File: config.mk
export PLATFORM = sky130hd
export DESIGN_NAME = cwvb_cell
export DESIGN_NICKNAME = d
export VERILOG_FILES = /design/src/rtl/core/cwvb_pkg.sv /design/src/rtl/core/cwvb_cell.sv
export SDC_FILE = /design/constraint.sdc
export NUM_CORES = 1
export LEC_CHECK = 0
export ABC_AREA = 0
export BUFFER_PORTS_ARGS = -buffer_cell sky130_fd_sc_hd__buf_2
export CAP_MARGIN = 20
export CORE_AREA = 10 10 145 147
export CTS_CLUSTER_SIZE = 24
export DETAILED_ROUTE_END_ITERATION = 10
export DIE_AREA = 0 0 155 157
export SLEW_MARGIN = 15
export SYNTH_ARGS = -nofsm -noshare
export SYNTH_HDL_FRONTEND = slang
export SYNTH_SLANG_ARGS = --single-unit
File: constraint.sdc
create_clock -name aclk -period 2.85 [get_ports aclk]
set_clock_uncertainty 0.15 [all_clocks]
set_input_delay 0.285 -clock aclk [delete_from_list [all_inputs] [get_ports aclk]]
set_output_delay 0.285 -clock aclk [all_outputs]
set_load 0.02 [all_outputs]
File: src/rtl/core/cwvb_pkg.sv
// ============================================================================
// cwvb_pkg: shared types and helpers for the control word validator
// Holds the status codes, sequencer states, walk token type and the
// byte checksum test used when a control word is checked.
// ============================================================================
`default_nettype none

package cwvb_pkg;

    // control word geometry
    localparam int CW_BITS     = 128;
    localparam int BYTE_BITS   = 8;
    localparam int GROUP_COUNT = 4;
    localparam int GROUP_BYTES = 4;

    // result codes
    typedef enum logic [1:0] {
        STATUS_OK       = 2'd0,
        STATUS_CHECKSUM = 2'd1,
        STATUS_NULL     = 2'd2,
        STATUS_BLACK    = 2'd3
    } status_t;

    // input kinds carried on tuser
    typedef enum logic {
        OP_CHECK = 1'b0,
        OP_ADD   = 1'b1
    } op_t;

    // sequencer states
    typedef enum logic [1:0] {
        ST_IDLE,
        ST_WALK,
        ST_RESULT
    } state_t;

    // token that walks the cell row during a lookup
    typedef struct packed {
        logic tok;
        logic hit;
    } walk_t;

    // checksum and null test; ok means the word still needs a history lookup
    function automatic status_t check_word(input logic [CW_BITS-1:0] word);
        status_t             res;
        logic                bad;
        logic [BYTE_BITS-1:0] sum;
        res = STATUS_OK;
        bad = 1'b0;
        for (int g = 0; g < GROUP_COUNT; g++) begin
            sum = word[(g*GROUP_BYTES)*BYTE_BITS +: BYTE_BITS]
                + word[(g*GROUP_BYTES+1)*BYTE_BITS +: BYTE_BITS]
                + word[(g*GROUP_BYTES+2)*BYTE_BITS +: BYTE_BITS];
            if (sum != word[(g*GROUP_BYTES+3)*BYTE_BITS +: BYTE_BITS]) begin
                bad = 1'b1;
            end
        end
        if (bad) begin
            res = STATUS_CHECKSUM;
        end else if (word == '0) begin
            res = STATUS_NULL;
        end
        return res;
    endfunction

endpackage

`default_nettype wire

File: src/rtl/core/cwvb_cell.sv
// ============================================================================
// cwvb_cell: one history entry of the blacklist row
// Stores one control word, shifts it to the next cell on an add, and
// compares it with the broadcast query when the walk token passes by.
// ============================================================================
`default_nettype none

module cwvb_cell (
    input  wire                          aclk,
    input  wire                          aresetn,
    input  wire                          shift_en,
    input  wire                          entry_valid,
    input  wire  [cwvb_pkg::CW_BITS-1:0] query,
    input  wire  [cwvb_pkg::CW_BITS-1:0] d_in,
    output logic [cwvb_pkg::CW_BITS-1:0] d_out,
    input  wire  cwvb_pkg::walk_t        walk_in,
    output cwvb_pkg::walk_t              walk_out
);

    logic [cwvb_pkg::CW_BITS-1:0] entry_reg;
    cwvb_pkg::walk_t              walk_reg;
    cwvb_pkg::walk_t              walk_next;

    // entry storage, shifted along the row on every add
    always_ff @(posedge aclk) begin
        if (shift_en) begin
            entry_reg <= d_in;
        end
    end

    // compare against the query as the token passes
    always_comb begin
        walk_next.tok = walk_in.tok;
        walk_next.hit = walk_in.tok &
                        (walk_in.hit | (entry_valid & (entry_reg == query)));
    end

    always_ff @(posedge aclk) begin
        if (!aresetn) begin
            walk_reg <= '0;
        end else begin
            walk_reg <= walk_next;
        end
    end

    assign d_out    = entry_reg;
    assign walk_out = walk_reg;

endmodule

`default_nettype wire

-- Word-level counts from Yosys, hierarchy flattened
Index checks and enable logic that the tools add are counted.
- bitwise logic cells: 3
- equality and inequality tests: 1
- operators with widths (cell ; number):
    equality test 128 bit ; 1
    bitwise AND 1 bit ; 2
    OR 1 bit ; 1
- flip-flop bits (word level): 130
- input bits: 262

-- Depth between registers and ports, before layout
Gate-level depths: netlist of the first run.
- word-level depth: 4
- mapped depth: 6

-- Least setup slack after synthesis of the first run
Ideal clock, no wire load.
- kind: register to register
- start point: reg entry_reg, in the netlist d_out[40]
- end point: reg walk_reg, in the netlist walk_out[0]
- data required time: 2641 ps
- stages on the path, launching flop included: 7
- setup slack: 820 ps
- path buffers: 0
- arrival time: 1822 ps
- clock period less this slack: 2030 ps
- cells stage by stage: edfxtp_1 nor2b_1 a2111o_1 a2111oi_2 nand4_1 nor4_1 a22o_1
- longest elaborated chain between the ends: 4
- RTL lines (item ; line ; source):
    start, declared ; cwvb_cell.sv:20 ; logic [cwvb_pkg::CW_BITS-1:0] entry_reg;
    start signal, assigned ; cwvb_cell.sv:27 ; entry_reg <= d_in;
    equality test 128 bit ; cwvb_cell.sv:35 ; (walk_in.hit | (entry_valid & (entry_reg == query)));
    bitwise AND 1 bit ; cwvb_cell.sv:35 ;
    OR 1 bit ; cwvb_cell.sv:35 ;
    bitwise AND 1 bit ; cwvb_cell.sv:34 ; walk_next.hit = walk_in.tok &
    end signal, assigned ; cwvb_cell.sv:42 ; walk_reg <= walk_next;
    end, declared ; cwvb_cell.sv:21 ; cwvb_pkg::walk_t walk_reg;
No other way between the ends.
A chain may end at the register's enable or synchronous reset.

-- Worst setup path in the final report of the first run
- start point: reg entry_reg, in the netlist d_out[121]
- end point: reg walk_reg, in the netlist walk_out[0]
Same word-level chain as after synthesis.

==> flow_summary.ini, run 1 <==
[global_routing]
use_met2_pct = 33.50
antenna_found_initial = 1
grt-busiest-layer = met2
grtUsageTotal_pct = 18.52
grt_pass1_wl_mm = 34.20
met3_usage_pct = 8.734
first_global_vias = 5837
grt_overflow_total = 0
grt_use_met1_pct = 18.85
grt_max_degree = 129

[worst_setup_path]
cp-end-kind = register
cp.required_ps = 3050
cp_data_arrival_time_ps = 2560
path_buf_inv = 0
startpoint_type = register
worst-setup-path-type = reg -> reg
crit_fanout = 3
cpPeakStageDelay_ps = 610
crit_chain = nor2b_1 -> a2111o_1 -> a2111oi_0 -> nand4_1 -> nor3_1 -> a22o_1
critical-path-top-delay-family = compound AO/OA/AOI/OAI gates
cp_slowest_cell = a2111oi_0

[die]
core_region_area_um2 = 18330
dieArea_um2 = 24340
io-pin-count = 392
placementRows = 50
initial_core_util_pct = 30.06
die_w_um = 155
fp.dieH_um = 157

[yosys]
synth_edf_count = 128
synth_area_leaders = edfxtp_1, xor2_1, xnor2_1, nor2b_1, nor4_1
post_synth_num_cell_types = 26
syn_area_um2 = 5510
synth-seq-cells = 130
yosys-top-cells-count = edfxtp_1, xor2_1, nor2b_1
yosysWarningCount = 0
yosysSeqAreaShare_pct = 70.48
syn_nets = 616
async_reset_ff_share_pct = 0
synth-main-ff-cell = edfxtp_1
yosysMostFrequentCell = edfxtp_1
syn_inst = 354
synth.top_cell.area_share_pct = 69.75
synth_top_area_cell = edfxtp_1
avgSynthCellArea_um2 = 15.57

[timing]
period_minus_slack_ps = 2359
rsz0062_at_grt = no
setup_violations = 0
worst_pin_slew_ps = 899.8
fin_tns_setup_ps = 0
fmax_mhz = 423.9
finalWorstSetupSlack_ps = 491.2
relSlewSlack_pct = 40.01
period_share_pct = 82.77
maxSlewViolCount = 0
hold_violations = 0

[clock_network]
cts_max_level = 4
clk_latency_ps = 410
cts_made_buffers = 17
clk_pin_slew_ps = 60
clockBufferDepth = 2
cts_tree = done
root_buffer = clkbuf_16
cts.sinks = 130

[power_and_ir_drop]
peakVddDrop_mv = 0.3814
switching_share_pct = 27.43
power_frac_seq_pct = 43.6
internal_power_mw = 3.963
p_sw_mw = 1.498
power.density_nw_per_um2 = 565.6
p_leak_nw = 4.275
combPwrFrac_pct = 17.7
clockPowerShare_pct = 38.7

[placed_design]
port_buffers = 391
gp_congestion = 0.8306
dp_slack_ps = 315.4
dp_hpwl_mm = 18.58

[cells_and_area]
area_growth_pct = 75.20
fin_nets = 1157
drive_above_1_share_pct = 47.03
fillers = 1598

[flow_run]
maxCapViolCount = 0

[routing]
ant_nets = 0
first_pass_iters = 4
drc = 0
wl_mm = 23.49
route.vias.total = 4992
wl_per_cell_um = 20.55
first_iter_violations = 147
viasPerCell = 4.367

[worst_hold_path]
hold_class = in -> reg

[outcome]
status = finished clean
-- final timing paths --
kind              startpoint     endpoint  slack [ps]  depth (start not counted)
hold / removal    walk_in[1]  walk_out[1]          80                          2
hold reg to reg    d_out[23]  walk_out[0]         760                          4
setup reg to reg  d_out[121]  walk_out[0]         490                          6
setup / recovery  d_out[121]  walk_out[0]         490                          6
-- through the flow --
stage,area [um2],hold slack [ps],cells,power (mW),utilization [%]
4_1_cts,9652,70.42,1142,5.529,52.66
5_1_grt,9652,76.30,1142,5.698,52.66
3_5_place_dp,7790,313.1,981,3.248,42.50
3_3_place_gp,7790,311.1,981,3.235,42.50
6_report,9654,82.42,1143,5.461,52.67
2_1_floorplan,5510,233.9,354,2.778,-
-- state kept, by name (all words and copies together) (netlist names) --
name	count
d_out	128
walk_out	2
-- per-layer routing --
layer  up-vias  wire [um]
met5         -          0
met4         0        245
met3        14       2367
met2       233      12300
met1      2329       8575
li1       2416          -
-- power groups by stage --
stage	Clock (mW)	Sequential, mW	Combinational, mW
after global placement	0	2.41	0.825
after CTS	2.17	2.38	0.978
after detailed placement	0	2.42	0.831
after floorplan	0	2.59	0.184
final	2.11	2.38	0.968
after global routing	2.26	2.40	1.04
-- area by class of cell --
cell class | count | area, um2 | area share, %
Clock buffer | 17 | 425.4 | 4.406
Inverter | 28 | 105.1 | 1.089
Sequential cell | 130 | 3884 | 40.23
Multi-Input combinational cell | 196 | 1521 | 15.76
Clock inverter | 15 | 145.1 | 1.503
Tap cell | 234 | 292.8 | 3.033
Antenna cell | 1 | 2.502 | 0.02592
Timing Repair Buffer | 522 | 3278 | 33.96
-- cell usage in the layout (no fill, tap or decap), types with 2 or more instances in the layout --
| cell type | instances |
|---|---|
| buf_4 | 2 |
| o22ai_1 | 8 |
| nand4_1 | 12 |
| clkbuf_16 | 17 |
| inv_1 | 27 |
| buf_2 | 390 |
| nor4_1 | 20 |
| edfxtp_1 | 128 |
| dfxtp_1 | 2 |
| o2111ai_1 | 2 |
| xnor2_1 | 25 |
| o2bb2ai_1 | 5 |
| nand2b_1 | 6 |
| xor2_1 | 59 |
| a2111o_1 | 10 |
| nor2_1 | 3 |
| clkinv_4 | 4 |
| nor2b_1 | 33 |
| dlygate4sd3_1 | 129 |
| inv_6 | 6 |
| a2111oi_0 | 3 |
-- repair_timing --
action | CTS | global route
endpoints found under the hold margin | 129 | 0
hold buffers | 129 | 0
setup buffers | 0 | 0
gates resized for setup | 0 | 0
setup endpoints to repair | 0 | 0
-- worst register-to-register path: cells and delay by family (launching register included) --
kind / cells / cell delay [ps]
AO/OA/AOI/OAI: 3 / 1150
flip-flops: 1 / 410
AND/OR/NAND/NOR: 3 / 600
-- logic make-up (layout without fill, tap and decap cells) --
kind of cell / count (synthesis) / in the layout / synth area share, %
compound gates: 34 / 34 / 5.472
xor+xnor: 84 / 84 / 13.35
buf+inv: 28 / 582 / 1.907
flops: 130 / 130 / 70.48
other cells: 0 / 1 / 0
simple gates: 78 / 78 / 8.787
No activity file was read; power rests on OpenSTA's default activity.
==> inputs of run 2 (changes only) <==
--- a/config.mk
+++ b/config.mk
@@ -12,6 +12,7 @@
 export CTS_CLUSTER_SIZE = 24
 export DETAILED_ROUTE_END_ITERATION = 10
 export DIE_AREA = 0 0 155 157
+export PLACE_DENSITY = 0.65
 export SLEW_MARGIN = 15
 export SYNTH_ARGS = -nofsm -noshare
 export SYNTH_HDL_FRONTEND = slang
==> constraint.sdc (replaced) <==
create_clock -name aclk -period 1.9 [get_ports aclk]
set_clock_uncertainty 0.15 [all_clocks]
set_input_delay 0.19 -clock aclk [delete_from_list [all_inputs] [get_ports aclk]]
set_output_delay 0.19 -clock aclk [all_outputs]
set_load 0.02 [all_outputs]
==> run 2 against run 1 <==
Compared with the run above:
- the flow now finishes with violations (negative setup slack)
- total power is 50% higher
- hold slack worse by 39 ps
- global-route usage is 0.32 points higher
- fmax is 19% higher
- die area stayed put
- wire length is 2.6% higher
- clock power is 44% higher
- final cell count is 2.7% higher
- sequential power is 50% higher
- non-clock buffer count is 29 higher
- combinational power is 61% higher
- count of clock-buffer cells in the layout is 2 higher
- critical endpoint unchanged
==> flow_summary.ini, run 2 (synthesized netlist as in run 1, its figures left out) <==
[cells_and_area]
area_growth_pct = 80.56
final_cell_mix = buf_2, dlygate4sd3_1, edfxtp_1, xor2_1, nor2b_1
fin_nets = 1186
largest_reg_flops = 128
drive_above_1_share_pct = 48.56
utilization_pct = 54.28
final_common_cell = buf_2
fin_cells = 1174

[power_and_ir_drop]
power.density_nw_per_um2 = 821.0
p_total_mw = 8.169
peakVddDrop_mv = 0.5921
p_leak_nw = 4.406

[flow_run]
maxCapViolCount = 0

[placed_design]
dp_hpwl_mm = 19.14
dp_slack_ps = -502.3
place_inst = 1006
gp_congestion = 0.8679
port_buffers = 391

[routing]
first_iter_violations = 222
ant_nets = 0
route.vias.total = 5196
drc = 0
wl_per_cell_um = 20.52
first_pass_iters = 4
wl_mm = 24.09
viasPerCell = 4.426

[global_routing]
grt_overflow_total = 0
grtUsageTotal_pct = 18.84
grt_pass1_wl_mm = 34.26
antenna_found_initial = 2
grt_use_met1_pct = 20.31
use_met2_pct = 32.83
first_global_vias = 5802
grt-busiest-layer = met2
grt_max_degree = 41
met3_usage_pct = 7.069

[worst_setup_path]
cp-end-kind = register
startpoint_type = register
worst-setup-path-type = reg -> reg
crit_fanout = 3
reg2regPathDepth = 6
crit_chain = nor2b_1 -> a2111o_1 -> nor4_2 -> nand4_1 -> nor4_2 -> a22o_1
cp_data_arrival_time_ps = 2170
cp_slowest_cell = a2111o_1
cpPeakStageDelay_ps = 400
cp.required_ps = 2100
crit_path_frequent_cell = nor4_2

[timing]
period_share_pct = 103.9
worst_pin_slew_ps = 468.8
period_minus_slack_ps = 1974
rsz0062_at_grt = yes
relSlewSlack_pct = 68.75
setup_violations = 1
fmax_mhz = 506.6
maxSlewViolCount = 0
finalWorstSetupSlack_ps = -74.02
hold_ws_ps = 43.00
hold_violations = 0

[clock_network]
root_buffer = clkbuf_16
clk_pin_slew_ps = 60
clockBufferDepth = 2
clk_latency_ps = 410
cts_tree = done
cts_max_level = 4
cts.sinks = 130
cts_made_buffers = 17

[die]
core_region_area_um2 = 18330
dieArea_um2 = 24340
initial_core_util_pct = 30.06
placementRows = 50
die_w_um = 155
io-pin-count = 392
fp.dieH_um = 157

[outcome]
violations = negative setup slack
status = finished, violations left

[worst_hold_path]
worstHoldPathCells = 1
hold_class = in -> reg
## run 2: changes by cell type in the layout (fill, tap and decap cells not counted), moves of 2 or more
cell	previous run	this run
a2111oi_4	0	3
clkinv_4	4	1
diode_2	1	3
dlygate4sd3_1	129	131
buf_4	2	27
a2111oi_0	3	0
inv_6	6	3
nor4_2	1	3
clkbuf_1	0	2
clkinv_1	1	3
nor4_1	20	18
clkinvlp_4	1	4
buf_12	1	3
## run 2: worst paths after layout
| kind | from | end | slack (ps) |
|---|---|---|---|
| min reg2reg | d_out[61] | walk_out[0] | 720 |
| max | d_out[13] | walk_out[0] | -70 |
| min | shift_en | d_out[35] | 40 |
| max reg2reg | d_out[13] | walk_out[0] | -70 |
## run 2: critical path, delay by kind of cell, from the launching register on
| family | cells | cell delay (ps) |
|---|---|---|
| and+or+nand+nor | 4 | 840 |
| DFF | 1 | 380 |
| AOI/OAI and AO/OA | 2 | 550 |
## run 2: per-layer routing
layer  part of all wire (%)  vias up
met5                      0        -
met1                     37     2416
met3                    8.9       29
met4                    1.9        0
li1                       -     2483
met2                     52      268
## run 2: cell type report
type | instances | area (um2)
Fill cell | 1526 | 8381
Sequential cell | 130 | 3884
Timing Repair Buffer | 551 | 3526
Multi-Input combinational cell | 196 | 1590
Clock buffer | 19 | 432.9
Tap cell | 234 | 292.8
Clock inverter | 13 | 111.4
Inverter | 28 | 105.1
Antenna cell | 3 | 7.507
## run 2: per-stage QoR
step                      setup TNS (ps)  instance area [um2]
after floorplan                   -51.62                 5517
after global routing              -196.8                 9947
after global placement            -336.5                 8009
after detailed placement          -502.3                 8009
after CTS                         -132.2                 9915
final                             -74.02                 9950
## run 2: repair_timing
action	4_1_cts	5_1_grt
hold endpoints to repair	130	0
setup buffers	1	1
resized for setup	6	3
pin swaps	2	2
endpoints found under the setup margin	1	1
cloned	0	0
hold buffers	131	0
## run 2: power breakdown
| group | switching (mW) | internal, mW | total [mW] | leakage (nW) |
|---|---|---|---|---|
| Sequential | 0.150 | 3.41 | 3.56 | 1.27 |
| Combinational | 0.807 | 0.754 | 1.56 | 2.88 |
| Clock | 1.25 | 1.80 | 3.04 | 0.253 |
==> inputs of run 3 (changes only) <==
--- a/config.mk
+++ b/config.mk
@@ -8,11 +8,12 @@
 export ABC_AREA = 0
 export BUFFER_PORTS_ARGS = -buffer_cell sky130_fd_sc_hd__buf_2
 export CAP_MARGIN = 20
-export CORE_AREA = 10 10 145 147
+export CORE_ASPECT_RATIO = 0.5
+export CORE_MARGIN = 10
+export CORE_UTILIZATION = 35
 export CTS_CLUSTER_SIZE = 24
 export DETAILED_ROUTE_END_ITERATION = 10
-export DIE_AREA = 0 0 155 157
-export PLACE_DENSITY = 0.65
+export PLACE_DENSITY = 0.7
 export SLEW_MARGIN = 15
 export SYNTH_ARGS = -nofsm -noshare
 export SYNTH_HDL_FRONTEND = slang
==> constraint.sdc (replaced) <==
create_clock -name aclk -period 2.3 [get_ports aclk]
set_clock_uncertainty 0.15 [all_clocks]
set_input_delay 0.23 -clock aclk [delete_from_list [all_inputs] [get_ports aclk]]
set_output_delay 0.23 -clock aclk [all_outputs]
set_load 0.02 [all_outputs]
==> run 3 against run 2 <==
Compared with the run above:
- total power fell by 17%
- highest routed layer unchanged
- sequential power fell by 17%
- register-to-register slack improved by 200 ps
- critical path type unchanged
- the flow now finishes without violations
- wire length rose by 2.4%
- design area fell by 2.8%
- count of clock-buffer cells in the layout fell by 2
==> flow_summary.ini, run 3 (synthesized netlist as in run 1, its figures left out) <==
[cells_and_area]
fin_cells = 1118
fillers = 1234
drive_above_1_share_pct = 47.15
largest_reg_flops = 128
final_cell_mix = buf_2, dlygate4sd3_1, edfxtp_1, xor2_1, nor2b_1
fin_nets = 1161
area_growth_pct = 75.55
postLayoutCellArea_um2 = 9673
final_common_cell = buf_2

[worst_setup_path]
regToRegStartpoint = d_out[79]
worst-setup-path-type = reg -> reg
cp_slowest_cell = edfxtp_1
crit_fanout = 3
startpoint_type = register
crit_chain = nor2b_1 -> a2111o_1 -> a2111oi_0 -> nand4_1 -> nor3_4 -> a22o_1
cp_data_arrival_time_ps = 2370
cpPeakStageDelay_ps = 450
critical-path-top-delay-family = compound AO/OA/AOI/OAI gates
r2r-end = walk_out[0]
reg2reg_slack_ps = 130
cp-end-kind = register
path_buf_inv = 0
reg2regPathDepth = 6
cp.required_ps = 2500

[clock_network]
cts_max_level = 4
root_buffer = clkbuf_16
cts.sinks = 130
cts_tree = done
clk_pin_slew_ps = 60
clockBufferDepth = 2
cts_made_buffers = 17
clk_latency_ps = 410

[outcome]
status = finished clean

[worst_hold_path]
hold_path_startpoint = aresetn
hold_class = in -> reg
worstHoldPathCells = 3
min_to = walk_out[0]

[routing]
routed.top_layer = met4
drc = 0
wl_met3_mm = 1.608
wl_mm = 24.67
met1_length_mm = 8.976
ant_nets = 0
route.vias.total = 5270
wl_per_cell_um = 22.06
first_iter_violations = 488
first_pass_iters = 5
wl_met2_mm = 13.65
viasPerCell = 4.714

[global_routing]
grt_max_degree = 45
grt_overflow_total = 0
first_global_vias = 5713
grtUsageTotal_pct = 21.74
grt_pass1_wl_mm = 34.68
antenna_found_initial = 2

[placed_design]
place_inst = 953
port_buffers = 391
dp_hpwl_mm = 19.40
place_area_um2 = 7780
gp_congestion = 0.9139
dp_slack_ps = -263.1

[flow_run]
maxCapViolCount = 0

[power_and_ir_drop]
internal_power_mw = 4.898
power_frac_seq_pct = 43.6
power.density_nw_per_um2 = 701.2
switching_share_pct = 27.79
p_leak_nw = 4.299
clockPowerShare_pct = 38.3
peakVddDrop_mv = 0.4419
p_sw_mw = 1.885
p_total_mw = 6.782
combPwrFrac_pct = 18.1

[timing]
fin_tns_setup_ps = 0
worst_pin_slew_ps = 533.2
rsz0062_at_grt = no
period_share_pct = 94.43
fmax_mhz = 460.4
hold_violations = 0
setup_violations = 0
maxSlewViolCount = 0
relSlewSlack_pct = 64.12
finalWorstSetupSlack_ps = 128.2
period_minus_slack_ps = 2172

[die]
initial_core_util_pct = 35.75
fp.dieH_um = 108.7
dieArea_um2 = 21470
core_region_area_um2 = 15410
placementRows = 32
die_w_um = 197.4
io-pin-count = 392
run 3: cell types whose count changed in the layout (fill, tap and decap cells not counted), moves of 2 or more:
cell and delta:
nor4_2 -2, clkinv_4 +2, a2111oi_0 +2, buf_4 -24
nor4_1 +2, a2111oi_2 +2, a2111oi_4 -3, clkbuf_1 -2
run 3: power groups by stage:
| stage | clock network, mW | logic [mW] | registers, mW |
|---|---|---|---|
| 2_1_floorplan | 0 | 0.228 | 3.21 |
| 3_3_place_gp | 0 | 1.03 | 2.99 |
| 3_5_place_dp | 0 | 1.04 | 3.00 |
| 4_1_cts | 2.63 | 1.23 | 2.95 |
| 5_1_grt | 2.72 | 1.30 | 2.98 |
| 6_report | 2.60 | 1.22 | 2.96 |
run 3: metal layers:
| layer | up-vias | GRT usage [%] |
|---|---|---|
| li1 | 2430 | - |
| met1 | 2565 | 24.13 |
| met2 | 242 | 41.54 |
| met3 | 33 | 4.766 |
| met4 | 0 | 6.161 |
| met5 | - | 0 |
run 3: worst max path at each step:
stage | from | to | slack, ps | cells after the start
global placement | d_out[52] | walk_out[0] | -360 | 7
global route | d_out[110] | walk_out[0] | 20 | 6
floorplan | d_out[40] | walk_out[0] | 270 | 6
CTS | d_out[52] | walk_out[0] | 50 | 7
detailed placement | d_out[52] | walk_out[0] | -260 | 7
finish | d_out[79] | walk_out[0] | 130 | 6
run 3: area by class of cell:
class	instances	area (um2)	share of cell area, %
antenna	2	5.005	0.05174
clock buffer	17	425.4	4.398
clock inverter	15	133.9	1.384
inverter	28	105.1	1.087
multi-input combinational	196	1539	15.91
sequential	130	3884	40.15
tap	204	255.2	2.639
timing repair buffer	526	3326	34.38
run 3: what timing repair did:
item	4_1_cts	5_1_grt
hold buffers	131	0
cloned	0	0
pin swaps	0	2
buffers inserted	0	0
endpoints found under the setup margin	1	1
hold endpoints to repair	130	0
resized for setup	3	1
run 3: metrics by stage:
| stage | hold WS (ps) | util (%) |
|---|---|---|
| 2_1_floorplan | 178.9 | - |
| 5_1_grt | 163.5 | 62.75 |
| 6_report | 161.8 | 62.75 |
| 3_3_place_gp | 256.5 | 50.47 |
| 4_1_cts | 134.1 | 62.68 |
| 3_5_place_dp | 258.1 | 50.47 |
run 3: worst register-to-register path, cell delays in order, from the launching register on:
cell       delay (ps)
edfxtp_1          450
nor2b_1           170
a2111o_1          330
a2111oi_0         370
nand4_1           260
nor3_4            230
a22o_1            150
